===== config.mk =====
export PLATFORM = sky130hd
export DESIGN_NAME = hangul_syllable_composer_core
export DESIGN_NICKNAME = d
export VERILOG_FILES = /design/src/hsc_pkg.sv /design/src/hsc_split.sv /design/src/hsc_compose.sv /design/src/hangul_syllable_composer_core.sv
export SDC_FILE = /design/constraint.sdc
export NUM_CORES = 1
export LEC_CHECK = 0
export BUFFER_PORTS_ARGS = -buffer_cell sky130_fd_sc_hd__buf_2
export CAP_MARGIN = 10
export CORE_ASPECT_RATIO = 1.1
export CORE_MARGIN = 3
export CORE_UTILIZATION = 50
export DETAILED_ROUTE_END_ITERATION = 12
export PLACE_DENSITY = 0.67
export SLEW_MARGIN = 10
export SYNTH_ARGS = -nofsm -noshare
export SYNTH_HDL_FRONTEND = slang
export SYNTH_SLANG_ARGS = --single-unit
export TNS_END_PERCENT = 50

===== constraint.sdc =====
create_clock -name clk -period 16.8 [get_ports clk]
set_input_delay 3.36 -clock clk [delete_from_list [all_inputs] [get_ports clk]]
set_output_delay 3.36 -clock clk [all_outputs]
set_load 0.01 [all_outputs]

===== src/hsc_pkg.sv =====
package hsc_pkg;

  localparam logic [15:0] SYL_BASE   = 16'hAC00;
  localparam logic [15:0] SYL_LAST   = 16'hD7A3;
  localparam logic [15:0] CONS_FIRST = 16'h3131;
  localparam logic [15:0] CONS_LAST  = 16'h314E;
  localparam logic [15:0] VOW_FIRST  = 16'h314F;
  localparam logic [15:0] VOW_LAST   = 16'h3163;

  // Marks a consonant with no initial form and a vowel pair that does not join
  localparam logic [4:0] NO_INIT  = 5'd31;
  localparam logic [4:0] NO_VOWEL = 5'd31;

  // Reciprocals: x/28 = ((x>>2)*RECIP_7)>>17, x/588 = ((x>>2)*RECIP_147)>>19
  localparam logic [14:0] RECIP_7   = 15'd18725;
  localparam logic [11:0] RECIP_147 = 12'd3567;

  typedef struct packed {
    logic        t_cons;
    logic        t_vow;
    logic        p_cons;
    logic        p_syl;
    logic [15:0] p;
    logic [13:0] x;
    logic [8:0]  q;
    logic [4:0]  c1;
    logic [4:0]  tc;
    logic [4:0]  tv;
    logic [4:0]  pc;
  } mid_t;

  typedef struct packed {
    logic        new_valid;
    logic [15:0] new_syllable;
    logic        prior_replaced;
    logic [15:0] prior_syllable;
  } res_t;

  function automatic logic [4:0] init_of_cons(input logic [4:0] idx);
    logic [4:0] r;
    case (idx)
      5'd0:  r = 5'd0;
      5'd1:  r = 5'd1;
      5'd3:  r = 5'd2;
      5'd6:  r = 5'd3;
      5'd7:  r = 5'd4;
      5'd8:  r = 5'd5;
      5'd16: r = 5'd6;
      5'd17: r = 5'd7;
      5'd18: r = 5'd8;
      5'd20: r = 5'd9;
      5'd21: r = 5'd10;
      5'd22: r = 5'd11;
      5'd23: r = 5'd12;
      5'd24: r = 5'd13;
      5'd25: r = 5'd14;
      5'd26: r = 5'd15;
      5'd27: r = 5'd16;
      5'd28: r = 5'd17;
      5'd29: r = 5'd18;
      default: r = NO_INIT;
    endcase
    return r;
  endfunction

  function automatic logic [4:0] final_of_cons(input logic [4:0] idx);
    logic [4:0] r;
    case (idx)
      5'd0:  r = 5'd1;
      5'd1:  r = 5'd2;
      5'd2:  r = 5'd3;
      5'd3:  r = 5'd4;
      5'd4:  r = 5'd5;
      5'd5:  r = 5'd6;
      5'd6:  r = 5'd7;
      5'd8:  r = 5'd8;
      5'd9:  r = 5'd9;
      5'd10: r = 5'd10;
      5'd11: r = 5'd11;
      5'd12: r = 5'd12;
      5'd13: r = 5'd13;
      5'd14: r = 5'd14;
      5'd15: r = 5'd15;
      5'd16: r = 5'd16;
      5'd17: r = 5'd17;
      5'd19: r = 5'd18;
      5'd20: r = 5'd19;
      5'd21: r = 5'd20;
      5'd22: r = 5'd21;
      5'd23: r = 5'd22;
      5'd25: r = 5'd23;
      5'd26: r = 5'd24;
      5'd27: r = 5'd25;
      5'd28: r = 5'd26;
      5'd29: r = 5'd27;
      default: r = 5'd0;
    endcase
    return r;
  endfunction

  function automatic logic [4:0] keep_of_final(input logic [4:0] f);
    logic [4:0] r;
    case (f)
      5'd3:  r = 5'd1;
      5'd5:  r = 5'd4;
      5'd6:  r = 5'd4;
      5'd9:  r = 5'd8;
      5'd10: r = 5'd8;
      5'd11: r = 5'd8;
      5'd12: r = 5'd8;
      5'd13: r = 5'd8;
      5'd14: r = 5'd8;
      5'd15: r = 5'd8;
      5'd18: r = 5'd17;
      default: r = 5'd0;
    endcase
    return r;
  endfunction

  function automatic logic [4:0] lead_of_final(input logic [4:0] f);
    logic [4:0] r;
    case (f)
      5'd2:  r = 5'd1;
      5'd3:  r = 5'd9;
      5'd4:  r = 5'd2;
      5'd5:  r = 5'd12;
      5'd6:  r = 5'd18;
      5'd7:  r = 5'd3;
      5'd8:  r = 5'd5;
      5'd10: r = 5'd6;
      5'd11: r = 5'd7;
      5'd12: r = 5'd9;
      5'd13: r = 5'd16;
      5'd14: r = 5'd17;
      5'd15: r = 5'd18;
      5'd16: r = 5'd6;
      5'd17: r = 5'd7;
      5'd18: r = 5'd9;
      5'd19: r = 5'd9;
      5'd20: r = 5'd10;
      5'd21: r = 5'd11;
      5'd22: r = 5'd12;
      5'd23: r = 5'd14;
      5'd24: r = 5'd15;
      5'd25: r = 5'd16;
      5'd26: r = 5'd17;
      5'd27: r = 5'd18;
      default: r = 5'd0;
    endcase
    return r;
  endfunction

  function automatic logic [4:0] join_finals(input logic [4:0] a, input logic [4:0] b);
    logic [4:0] r;
    r = 5'd0;
    if (a == 5'd1 && b == 5'd19) r = 5'd3;
    if (a == 5'd4 && b == 5'd22) r = 5'd5;
    if (a == 5'd4 && b == 5'd27) r = 5'd6;
    if (a == 5'd8 && b == 5'd1) r = 5'd9;
    if (a == 5'd8 && b == 5'd16) r = 5'd10;
    if (a == 5'd8 && b == 5'd17) r = 5'd11;
    if (a == 5'd8 && b == 5'd19) r = 5'd12;
    if (a == 5'd8 && b == 5'd25) r = 5'd13;
    if (a == 5'd8 && b == 5'd26) r = 5'd14;
    if (a == 5'd8 && b == 5'd27) r = 5'd15;
    if (a == 5'd17 && b == 5'd19) r = 5'd18;
    return r;
  endfunction

  function automatic logic [4:0] join_vowels(input logic [4:0] a, input logic [4:0] b);
    logic [4:0] r;
    r = NO_VOWEL;
    if (a == 5'd8 && b == 5'd0) r = 5'd9;
    if (a == 5'd8 && b == 5'd1) r = 5'd10;
    if (a == 5'd8 && b == 5'd20) r = 5'd11;
    if (a == 5'd13 && b == 5'd4) r = 5'd14;
    if (a == 5'd13 && b == 5'd5) r = 5'd15;
    if (a == 5'd13 && b == 5'd20) r = 5'd16;
    if (a == 5'd18 && b == 5'd20) r = 5'd19;
    return r;
  endfunction

  function automatic logic [15:0] mul28(input logic [4:0] a);
    return {6'b0, a, 5'b0} - {9'b0, a, 2'b0};
  endfunction

  function automatic logic [15:0] mul588(input logic [4:0] a);
    return {2'b0, a, 9'b0} + {5'b0, a, 6'b0} + {8'b0, a, 3'b0} + {9'b0, a, 2'b0};
  endfunction

endpackage


===== src/hsc_split.sv =====
module hsc_split (
  input  logic                clk,
  input  logic                rst_n,
  input  logic                in_vld,
  input  logic [15:0]         typed,
  input  logic [15:0]         prior,
  output logic                mid_vld,
  output hsc_pkg::mid_t       mid
);
  import hsc_pkg::*;

  logic        vld_r;
  mid_t        mid_r;
  mid_t        mid_nxt;
  logic [15:0] x16;
  logic [15:0] tc16;
  logic [15:0] tv16;
  logic [15:0] pc16;
  logic [26:0] prod_q;
  logic [23:0] prod_c1;

  always_comb begin
    x16     = prior - SYL_BASE;
    tc16    = typed - CONS_FIRST;
    tv16    = typed - VOW_FIRST;
    pc16    = prior - CONS_FIRST;
    // split syllable index: x/28 and x/588 by reciprocal multiply
    prod_q  = {15'b0, x16[13:2]} * {12'b0, RECIP_7};
    prod_c1 = {12'b0, x16[13:2]} * {12'b0, RECIP_147};

    mid_nxt.t_cons = (typed >= CONS_FIRST) && (typed <= CONS_LAST);
    mid_nxt.t_vow  = (typed >= VOW_FIRST) && (typed <= VOW_LAST);
    mid_nxt.p_cons = (prior >= CONS_FIRST) && (prior <= CONS_LAST);
    mid_nxt.p_syl  = (prior >= SYL_BASE) && (prior <= SYL_LAST);
    mid_nxt.p      = prior;
    mid_nxt.x      = x16[13:0];
    mid_nxt.q      = prod_q[25:17];
    mid_nxt.c1     = prod_c1[23:19];
    mid_nxt.tc     = tc16[4:0];
    mid_nxt.tv     = tv16[4:0];
    mid_nxt.pc     = pc16[4:0];
  end

  always_ff @(posedge clk) begin
    if (!rst_n) begin
      vld_r <= 1'b0;
    end else begin
      vld_r <= in_vld;
    end
  end

  always_ff @(posedge clk) begin
    mid_r <= mid_nxt;
  end

  assign mid_vld = vld_r;
  assign mid     = mid_r;

endmodule


===== src/hsc_compose.sv =====
module hsc_compose (
  input  logic                clk,
  input  logic                rst_n,
  input  logic                mid_vld,
  input  hsc_pkg::mid_t       mid,
  output logic                res_vld,
  output hsc_pkg::res_t       res
);
  import hsc_pkg::*;

  logic        vld_r;
  res_t        res_r;
  res_t        res_nxt;
  logic [8:0]  c1_21;
  logic [8:0]  v9;
  logic [4:0]  v;
  logic [13:0] q28;
  logic [13:0] c2_14;
  logic [4:0]  c2;
  logic [4:0]  f0;
  logic [4:0]  f;
  logic [4:0]  nv;
  logic [4:0]  ini;
  logic        ok;
  logic        repl;
  logic [15:0] made;
  logic [15:0] prev;

  always_comb begin
    c1_21 = {4'b0, mid.c1} * 9'd21;
    v9    = mid.q - c1_21;
    v     = v9[4:0];
    q28   = {mid.q, 5'b0} - {3'b0, mid.q, 2'b0};
    c2_14 = mid.x - q28;
    c2    = c2_14[4:0];
    f0    = final_of_cons(mid.tc);
    f     = (f0 != 5'd0 && c2 != 5'd0) ? join_finals(c2, f0) : f0;
    nv    = join_vowels(v, mid.tv);
    ini   = init_of_cons(mid.pc);
    ok    = 1'b0;
    repl  = 1'b0;
    made  = 16'd0;
    prev  = 16'd0;

    if (mid.p_syl && (mid.t_cons || mid.t_vow)) begin
      if (mid.t_cons) begin
        // swap the final in place
        if (f != 5'd0) begin
          made = mid.p - {11'b0, c2} + {11'b0, f};
          ok   = 1'b1;
        end
      end else if (c2 != 5'd0) begin
        // move the final (or its second half) onto a new syllable
        prev = mid.p - {11'b0, c2} + {11'b0, keep_of_final(c2)};
        made = SYL_BASE + mul588(lead_of_final(c2)) + mul28(mid.tv);
        ok   = 1'b1;
        repl = 1'b1;
      end else if (nv != NO_VOWEL) begin
        made = mid.p + mul28(nv) - mul28(v);
        ok   = 1'b1;
      end
    end else if (mid.p_cons && mid.t_vow) begin
      if (ini != NO_INIT) begin
        made = SYL_BASE + mul588(ini) + mul28(mid.tv);
        ok   = 1'b1;
      end
    end

    res_nxt.new_valid      = ok;
    res_nxt.new_syllable   = ok ? made : 16'd0;
    res_nxt.prior_replaced = ok && repl;
    res_nxt.prior_syllable = (ok && repl) ? prev : 16'd0;
  end

  always_ff @(posedge clk) begin
    if (!rst_n) begin
      vld_r <= 1'b0;
    end else begin
      vld_r <= mid_vld;
    end
  end

  always_ff @(posedge clk) begin
    res_r <= res_nxt;
  end

  assign res_vld = vld_r;
  assign res     = res_r;

endmodule


===== src/hangul_syllable_composer_core.sv =====
// Hangul syllable composer.
// Input channel: drive in_typed_code (key just typed) and in_prior_code
// (previous character) with start high; the item is taken at any edge where
// start is high and busy is low. busy is always low: one item per cycle.
// Result channel: every item gives exactly one result. out_strobe is high for
// one cycle with out_new_valid, out_new_syllable, out_prior_replaced and
// out_prior_syllable; the result is taken at the edge that ends that cycle.
// Path: an item taken at an edge passes through the input register, the index
// split register and the result register before its result is shown.
// Throughput: one item per clock, set by the three-register pipeline; the
// split of the syllable index uses two constant reciprocal multiplies.
// The receiver cannot stall, so results are never held back.
// Reset (rst_n low, synchronous) clears all valid bits; no result is shown
// until an item is taken after reset.
module hangul_syllable_composer_core (
  input  logic        clk,
  input  logic        rst_n,
  input  logic        start,
  output logic        busy,
  input  logic [15:0] in_typed_code,
  input  logic [15:0] in_prior_code,
  output logic        out_strobe,
  output logic        out_new_valid,
  output logic [15:0] out_new_syllable,
  output logic        out_prior_replaced,
  output logic [15:0] out_prior_syllable
);
  import hsc_pkg::*;

  logic        in_vld_r;
  logic [15:0] typed_r;
  logic [15:0] prior_r;
  logic        mid_vld;
  mid_t        mid;
  logic        res_vld;
  res_t        res;

  assign busy = 1'b0;

  always_ff @(posedge clk) begin
    if (!rst_n) begin
      in_vld_r <= 1'b0;
    end else begin
      in_vld_r <= start && !busy;
    end
  end

  always_ff @(posedge clk) begin
    typed_r <= in_typed_code;
    prior_r <= in_prior_code;
  end

  hsc_split u_split (
    .clk     (clk),
    .rst_n   (rst_n),
    .in_vld  (in_vld_r),
    .typed   (typed_r),
    .prior   (prior_r),
    .mid_vld (mid_vld),
    .mid     (mid)
  );

  hsc_compose u_compose (
    .clk     (clk),
    .rst_n   (rst_n),
    .mid_vld (mid_vld),
    .mid     (mid),
    .res_vld (res_vld),
    .res     (res)
  );

  assign out_strobe         = res_vld;
  assign out_new_valid      = res.new_valid;
  assign out_new_syllable   = res.new_syllable;
  assign out_prior_replaced = res.prior_replaced;
  assign out_prior_syllable = res.prior_syllable;

endmodule


Word-level counts from Yosys, hierarchy flattened
Memories as Yosys holds them, arrays and structs flattened. A register that Yosys moved wholly into a read port is not among the register bits.
Index checks and enable logic that the tools add are counted.
{"block": "classes", "order_cmp": 8, "mul": 3, "n_reduce_logical": 32, "addsub": 25, "bitwise": 3, "n_eq_ne": 21, "mux": 42}
{"op": "2-to-1 mux 16 bit", "n": 7}
{"op": "2-to-1 mux 5 bit", "n": 15}
{"op": "equality test 5 bit, second input constant", "n": 10}
{"op": "adder 16 bit", "n": 3}
{"op": "greater-or-equal comparator 16 x 14 -> 1 bit, second input constant", "n": 3}
{"op": "less-or-equal comparator 16 x 14 -> 1 bit, second input constant", "n": 3}
{"op": "subtractor 10 x 7 -> 11 bit", "n": 3}
{"op": "adder 16 bit, first input constant", "n": 2}
{"op": "adder 16 x 5 -> 16 bit", "n": 2}
{"op": "adder 16 x 7 -> 16 bit", "n": 2}
{"op": "adder 16 x 8 -> 16 bit", "n": 2}
{"op": "adder 14 x 11 -> 15 bit", "n": 2}
{"op": "2-to-1 mux 4 bit", "n": 7}
{"op": "logical AND 1 bit", "n": 26}
{"op": "multiplier 12 x 12 -> 24 bit, second input constant", "n": 1}
{"op": "multiplier 12 x 15 -> 22 bit, second input constant", "n": 1}
{"op": "greater-or-equal comparator 16 bit, second input constant", "n": 1}
{"op": "less-or-equal comparator 16 bit, second input constant", "n": 1}
{"op": "subtractor 16 bit", "n": 1}
{"op": "subtractor 16 x 5 -> 16 bit", "n": 1}
{"op": "equality test 5 x 1 -> 1 bit, second input constant", "n": 3}
{"op": "equality test 5 x 3 -> 1 bit, second input constant", "n": 3}
{"op": "equality test 5 x 4 -> 1 bit, second input constant", "n": 3}
{"op": "nonzero test 5 bit", "n": 3}
{"op": "other kinds (14)", "n": 29}
{"block": "totals", "rom_bits": 608, "reg_bits": 109, "memories": 4, "out_inout_bits": 36, "elab_cells": 156}
{"name": "(name not given)", "words": 32, "width": 5, "read_ports": 1, "rd_ports_with_merged_regs": 1, "write_ports": 0, "line": "hsc_pkg.sv:68", "text": "case (idx)"}
{"name": "(name not given)", "words": 32, "width": 5, "read_ports": 1, "rd_ports_with_merged_regs": 1, "write_ports": 0, "line": "hsc_pkg.sv:41", "text": "case (idx)"}
{"name": "(name not given)", "words": 32, "width": 5, "read_ports": 1, "rd_ports_with_merged_regs": 0, "write_ports": 0, "line": "hsc_pkg.sv:122", "text": "case (f)"}
{"name": "(name not given)", "words": 32, "width": 4, "read_ports": 1, "rd_ports_with_merged_regs": 0, "write_ports": 0, "line": "hsc_pkg.sv:103", "text": "case (f)"}

Logic depth before layout (Yosys ltp)
{"block": "logic_depth", "ltp_word": 23, "depth_mapped": 25, "ltp_nobuf": 25}

Hierarchy
Synthesis repeated with hierarchy kept, for this count alone.
{"block": "hier_totals", "hier_cells": 1638, "hier_area_um2": 14780.4}
{"mod": "hsc_compose", "cells_per_inst": 920, "n_inst": 1, "seq_area_each_um2": 700.7, "area_per_inst_um2": 7278.2}
{"mod": "hsc_split", "cells_per_inst": 682, "n_inst": 1, "seq_area_each_um2": 1061.0, "area_per_inst_um2": 6824.0}
{"mod": "hangul_syllable_composer_core", "cells_per_inst": 36, "n_inst": 1, "seq_area_each_um2": 660.6, "area_per_inst_um2": 678.2}

Worst setup path after synthesis
Ideal clock, no wire load.
{"block": "synth_path", "kind": "reg2reg", "from": "reg u_split.mid_r (netlist bit u_split.mid[20])", "to": "reg u_compose.res_r (netlist bit u_compose.res[32])", "n_path_buf": 2, "setup_time_ps": 132, "arrival_time_ps": 5310, "stages_incl_launch_ff": 24, "t_required_ps": 16668, "slack_ps": 11358, "cell_sequence": "dfxtp_1 -> ha_1 -> fa_1 -> clkbuf_1 -> buf_1 -> nand2_1 -> o22ai_1 -> nand2_1 -> a31oi_1 -> ha_1 -> inv_1 -> fa_1 -> xnor2_1 -> ha_1 -> inv_1 -> ha_1 -> ha_1 -> nand3_1 -> nor3_1 -> a2111oi_0 -> a21oi_1 -> xnor2_1 -> a22oi_1 -> o211ai_1"}
{"block": "synth_via", "elab_chain_cells": 20, "word_cells_on_any_way": 76}
{"item": "start: declaration", "line": "hsc_split.sv:13", "text": "mid_t mid_r;"}
{"item": "start signal: assignment", "line": "hsc_split.sv:53", "text": "mid_r <= mid_nxt;"}
{"item": "branches (longest 20 deep; another with adder 16 x 8 -> 16 bit)"}
{"item": "end signal: assignment", "line": "hsc_compose.sv:84", "text": "res_r <= res_nxt;"}
{"item": "end: declaration", "line": "hsc_compose.sv:12", "text": "res_t res_r;"}
Several ways; the timed one is not identified. The select of a mux whose other input is x is not followed.
A chain may end at the register's enable or synchronous reset.

Worst setup path in the final report
Ends and elaborated chain as after synthesis.

==> flow_summary.ini <==
[run_status]
status = finished, final reports clean

[timing]
rsz0062_at_grt = no
fin_crit_sh_pct = 35.6
final.setup_skew_ns = 0.0119
setup_violations = 0
maxSlewHeadroom_pct = 31.1
finalCriticalPeriod_ns = 5.97
tightest_slew_ns = 1.03
slew_violations = 0
finalHoldViolCount = 0
tns_ns = 0
fmax_ghz = 0.167

[place]
gp_congestion = 0.908
io_buffers = 68
hpwl_um = 27900

[clocking]
cts_tree = done
cts_root_buf = clkbuf_16
cts_hold_buf = 0
post_cts_buffers = 0
clock_latency_ns = 0.43
cts_sinks = 113
post_cts_resize_count = 0
htree_levels = 4
cts_buffers = 17
cts_buffer_depth = 2
clk_pin_slew_ns = 0.06

[critical_path]
cp.depth = 21
path_cells = ha_1, fa_1, nand2_1, o22ai_1, nand2_1, a31oi_1, ha_1, inv_1, fa_1, xnor2_1, ha_1, inv_1, ha_1, ha_1, nand3_1, nor3_1, a2111oi_0, a21oi_1, xnor2_1, a22oi_1, o211ai_1
worstPathMaxFanout = 21
crit_type = reg -> reg
crit_family = adder cells
rr_startpoint = u_split.mid[20]$_DFF_P_
critPathCaptureType = flip-flop
worst_path_most_repeated_cell = ha_1
reg2reg_to = u_compose.res[32]$_SDFF_PN0_
max_stage_delay_ns = 0.99
r2r_slack_ns = 10.83
required_ns = 17.14
cp.arrival_ns = 6.32
cp.buffers_inverters = 2
worstSetupStartpointType = flip-flop
worst-r2r-cell-count = 21
critPathSlowestCell = fa_1

[worst_hold_path]
hold_depth = 0
min_to = u_split.mid[58]$_DFF_P_
hold_path.class = reg -> reg
hp-start = prior_r[15]$_DFF_P_

[synthesis]
synthTopCellsByArea = ha_1, fa_1, dfxtp_1
synth-edff-count = 0
synth_top_area_share_pct = 25.0
async_reset_ff_share_pct = 0
ys_seq_area_share_pct = 16.3
ys.flop_type = dfxtp_1
ys_ff_latch = 113
yosysTopAreaCell = ha_1
ys_types = 82
syn_area_um2 = 13900
yosys_warnings = 0
synthTopCellsByCount = ha_1, inv_1, fa_1
syn_inst = 1525
yosysMostFrequentCell = ha_1
postSynthAreaPerCell_um2 = 9.10

[drt]
drt_iter0_drc = 717
route.detailed.drc = 0
totalWireLength_um = 33400
firstDrtPassIters = 6
via_per_inst = 5.49
vias = 10800
ant_nets = 0
wl_per_cell_um = 17.0

[finish]
nets = 2016
area.growth.synth_to_final_pct = 9.23
n_fill_cell = 2498
drive_gt1_share_pct = 7.74
diodes = 0

[global_routing]
grt_pass1_wl_um = 55400
track_usage_pct = 23.3
grt_max_degree = 22
antenna_found_initial = 0
grt_pass1_vias = 11000
gr-total-overflow = 0

[die]
die_h_um = 181
fp-row-count = 63
die-area_um2 = 29800
core_area_um2 = 27100
die_x_um = 165
pin_count = 71
start_util_pct = 51.2

[run]
cap_violations = 0
cells in the final DEF, fill, tap and decap left out, types with 9 or more instances in the layout:
master and instances:
dfxtp_1 113, fa_1 115, xnor2_1 84, nor2b_1 21, inv_1 229, nand3_1 36, a21oi_1 66, o21a_1 18
and3_1 18, a21o_1 24, nand2_1 60, nor2_1 89, a211oi_1 14, a31oi_1 14, nor3_1 51, o21ai_0 42
buf_2 68, clkbuf_16 17, nand4_1 14, ha_1 277, and2_1 9, o211ai_1 13, xor2_1 35
registers in the layout, indices dropped and copies added, names as in the netlist:
register	cells
in_vld_r	1
prior_r	16
typed_r	16
u_compose.f0	5
u_compose.ini	5
u_compose.res	33
u_compose.res_vld	1
u_split.mid	35
u_split.mid_vld	1
stage by stage:
| stage | instances | setup slack [ns] | util (%) | hold WS, ns | cell area [um2] |
|---|---|---|---|---|---|
| floorplan | 1530 | 11.36 | - | 0.331 | 13900 |
| global placement | 1927 | 11.03 | 53.8 | 0.391 | 14600 |
| detailed placement | 1927 | 10.87 | 53.8 | 0.376 | 14600 |
| CTS | 1959 | 10.83 | 55.9 | 0.393 | 15200 |
| global route | 1959 | 10.33 | 55.9 | 0.386 | 15200 |
| finish | 1959 | 10.83 | 55.9 | 0.397 | 15200 |
kinds of logic after synthesis:
family	synth area share (%)
AO/OA/AOI/OAI	13.8
other	0.0541
buffers and inverters	7.20
AND/OR/NAND/NOR	12.3
multiplexers	0.748
adder cells (fa/ha/maj)	41.7
flip-flops	16.3
XOR/XNOR	7.85
worst max path at each step:
stage                                        from                      endpoint  slack, ns
after CTS                 u_split.mid[20]$_DFF_P_  u_compose.res[32]$_SDFF_PN0_      10.83
after detailed placement  u_split.mid[20]$_DFF_P_  u_compose.res[32]$_SDFF_PN0_      10.87
after global routing      u_split.mid[20]$_DFF_P_  u_compose.res[32]$_SDFF_PN0_      10.33
final                     u_split.mid[20]$_DFF_P_  u_compose.res[32]$_SDFF_PN0_      10.83
after global placement    u_split.mid[20]$_DFF_P_  u_compose.res[32]$_SDFF_PN0_      11.03
after floorplan           u_split.mid[20]$_DFF_P_  u_compose.res[32]$_SDFF_PN0_      11.36
per-layer routing:
metal  global-route usage, %  up-vias  wire, um
met1                    30.2     5113     15000
met4                    8.36        0       971
met3                    2.91       65       964
met2                    39.8      231     16500
li1                        -     5352         -
met5                       0        -         0
layout make-up:
cell class	count	area (um2)	area share, %
Clock buffer	22	464	3.06
Clock inverter	10	109	0.718
Inverter	230	863	5.70
Multi-Input combinational cell	1154	10600	70.2
Sequential cell	113	2260	14.9
Tap cell	357	447	2.95
Timing Repair Buffer	73	378	2.49
Power is left out: the tool's default activity adds up to more than one toggle a clock period on the data nets, which glitch-free logic cannot reach.
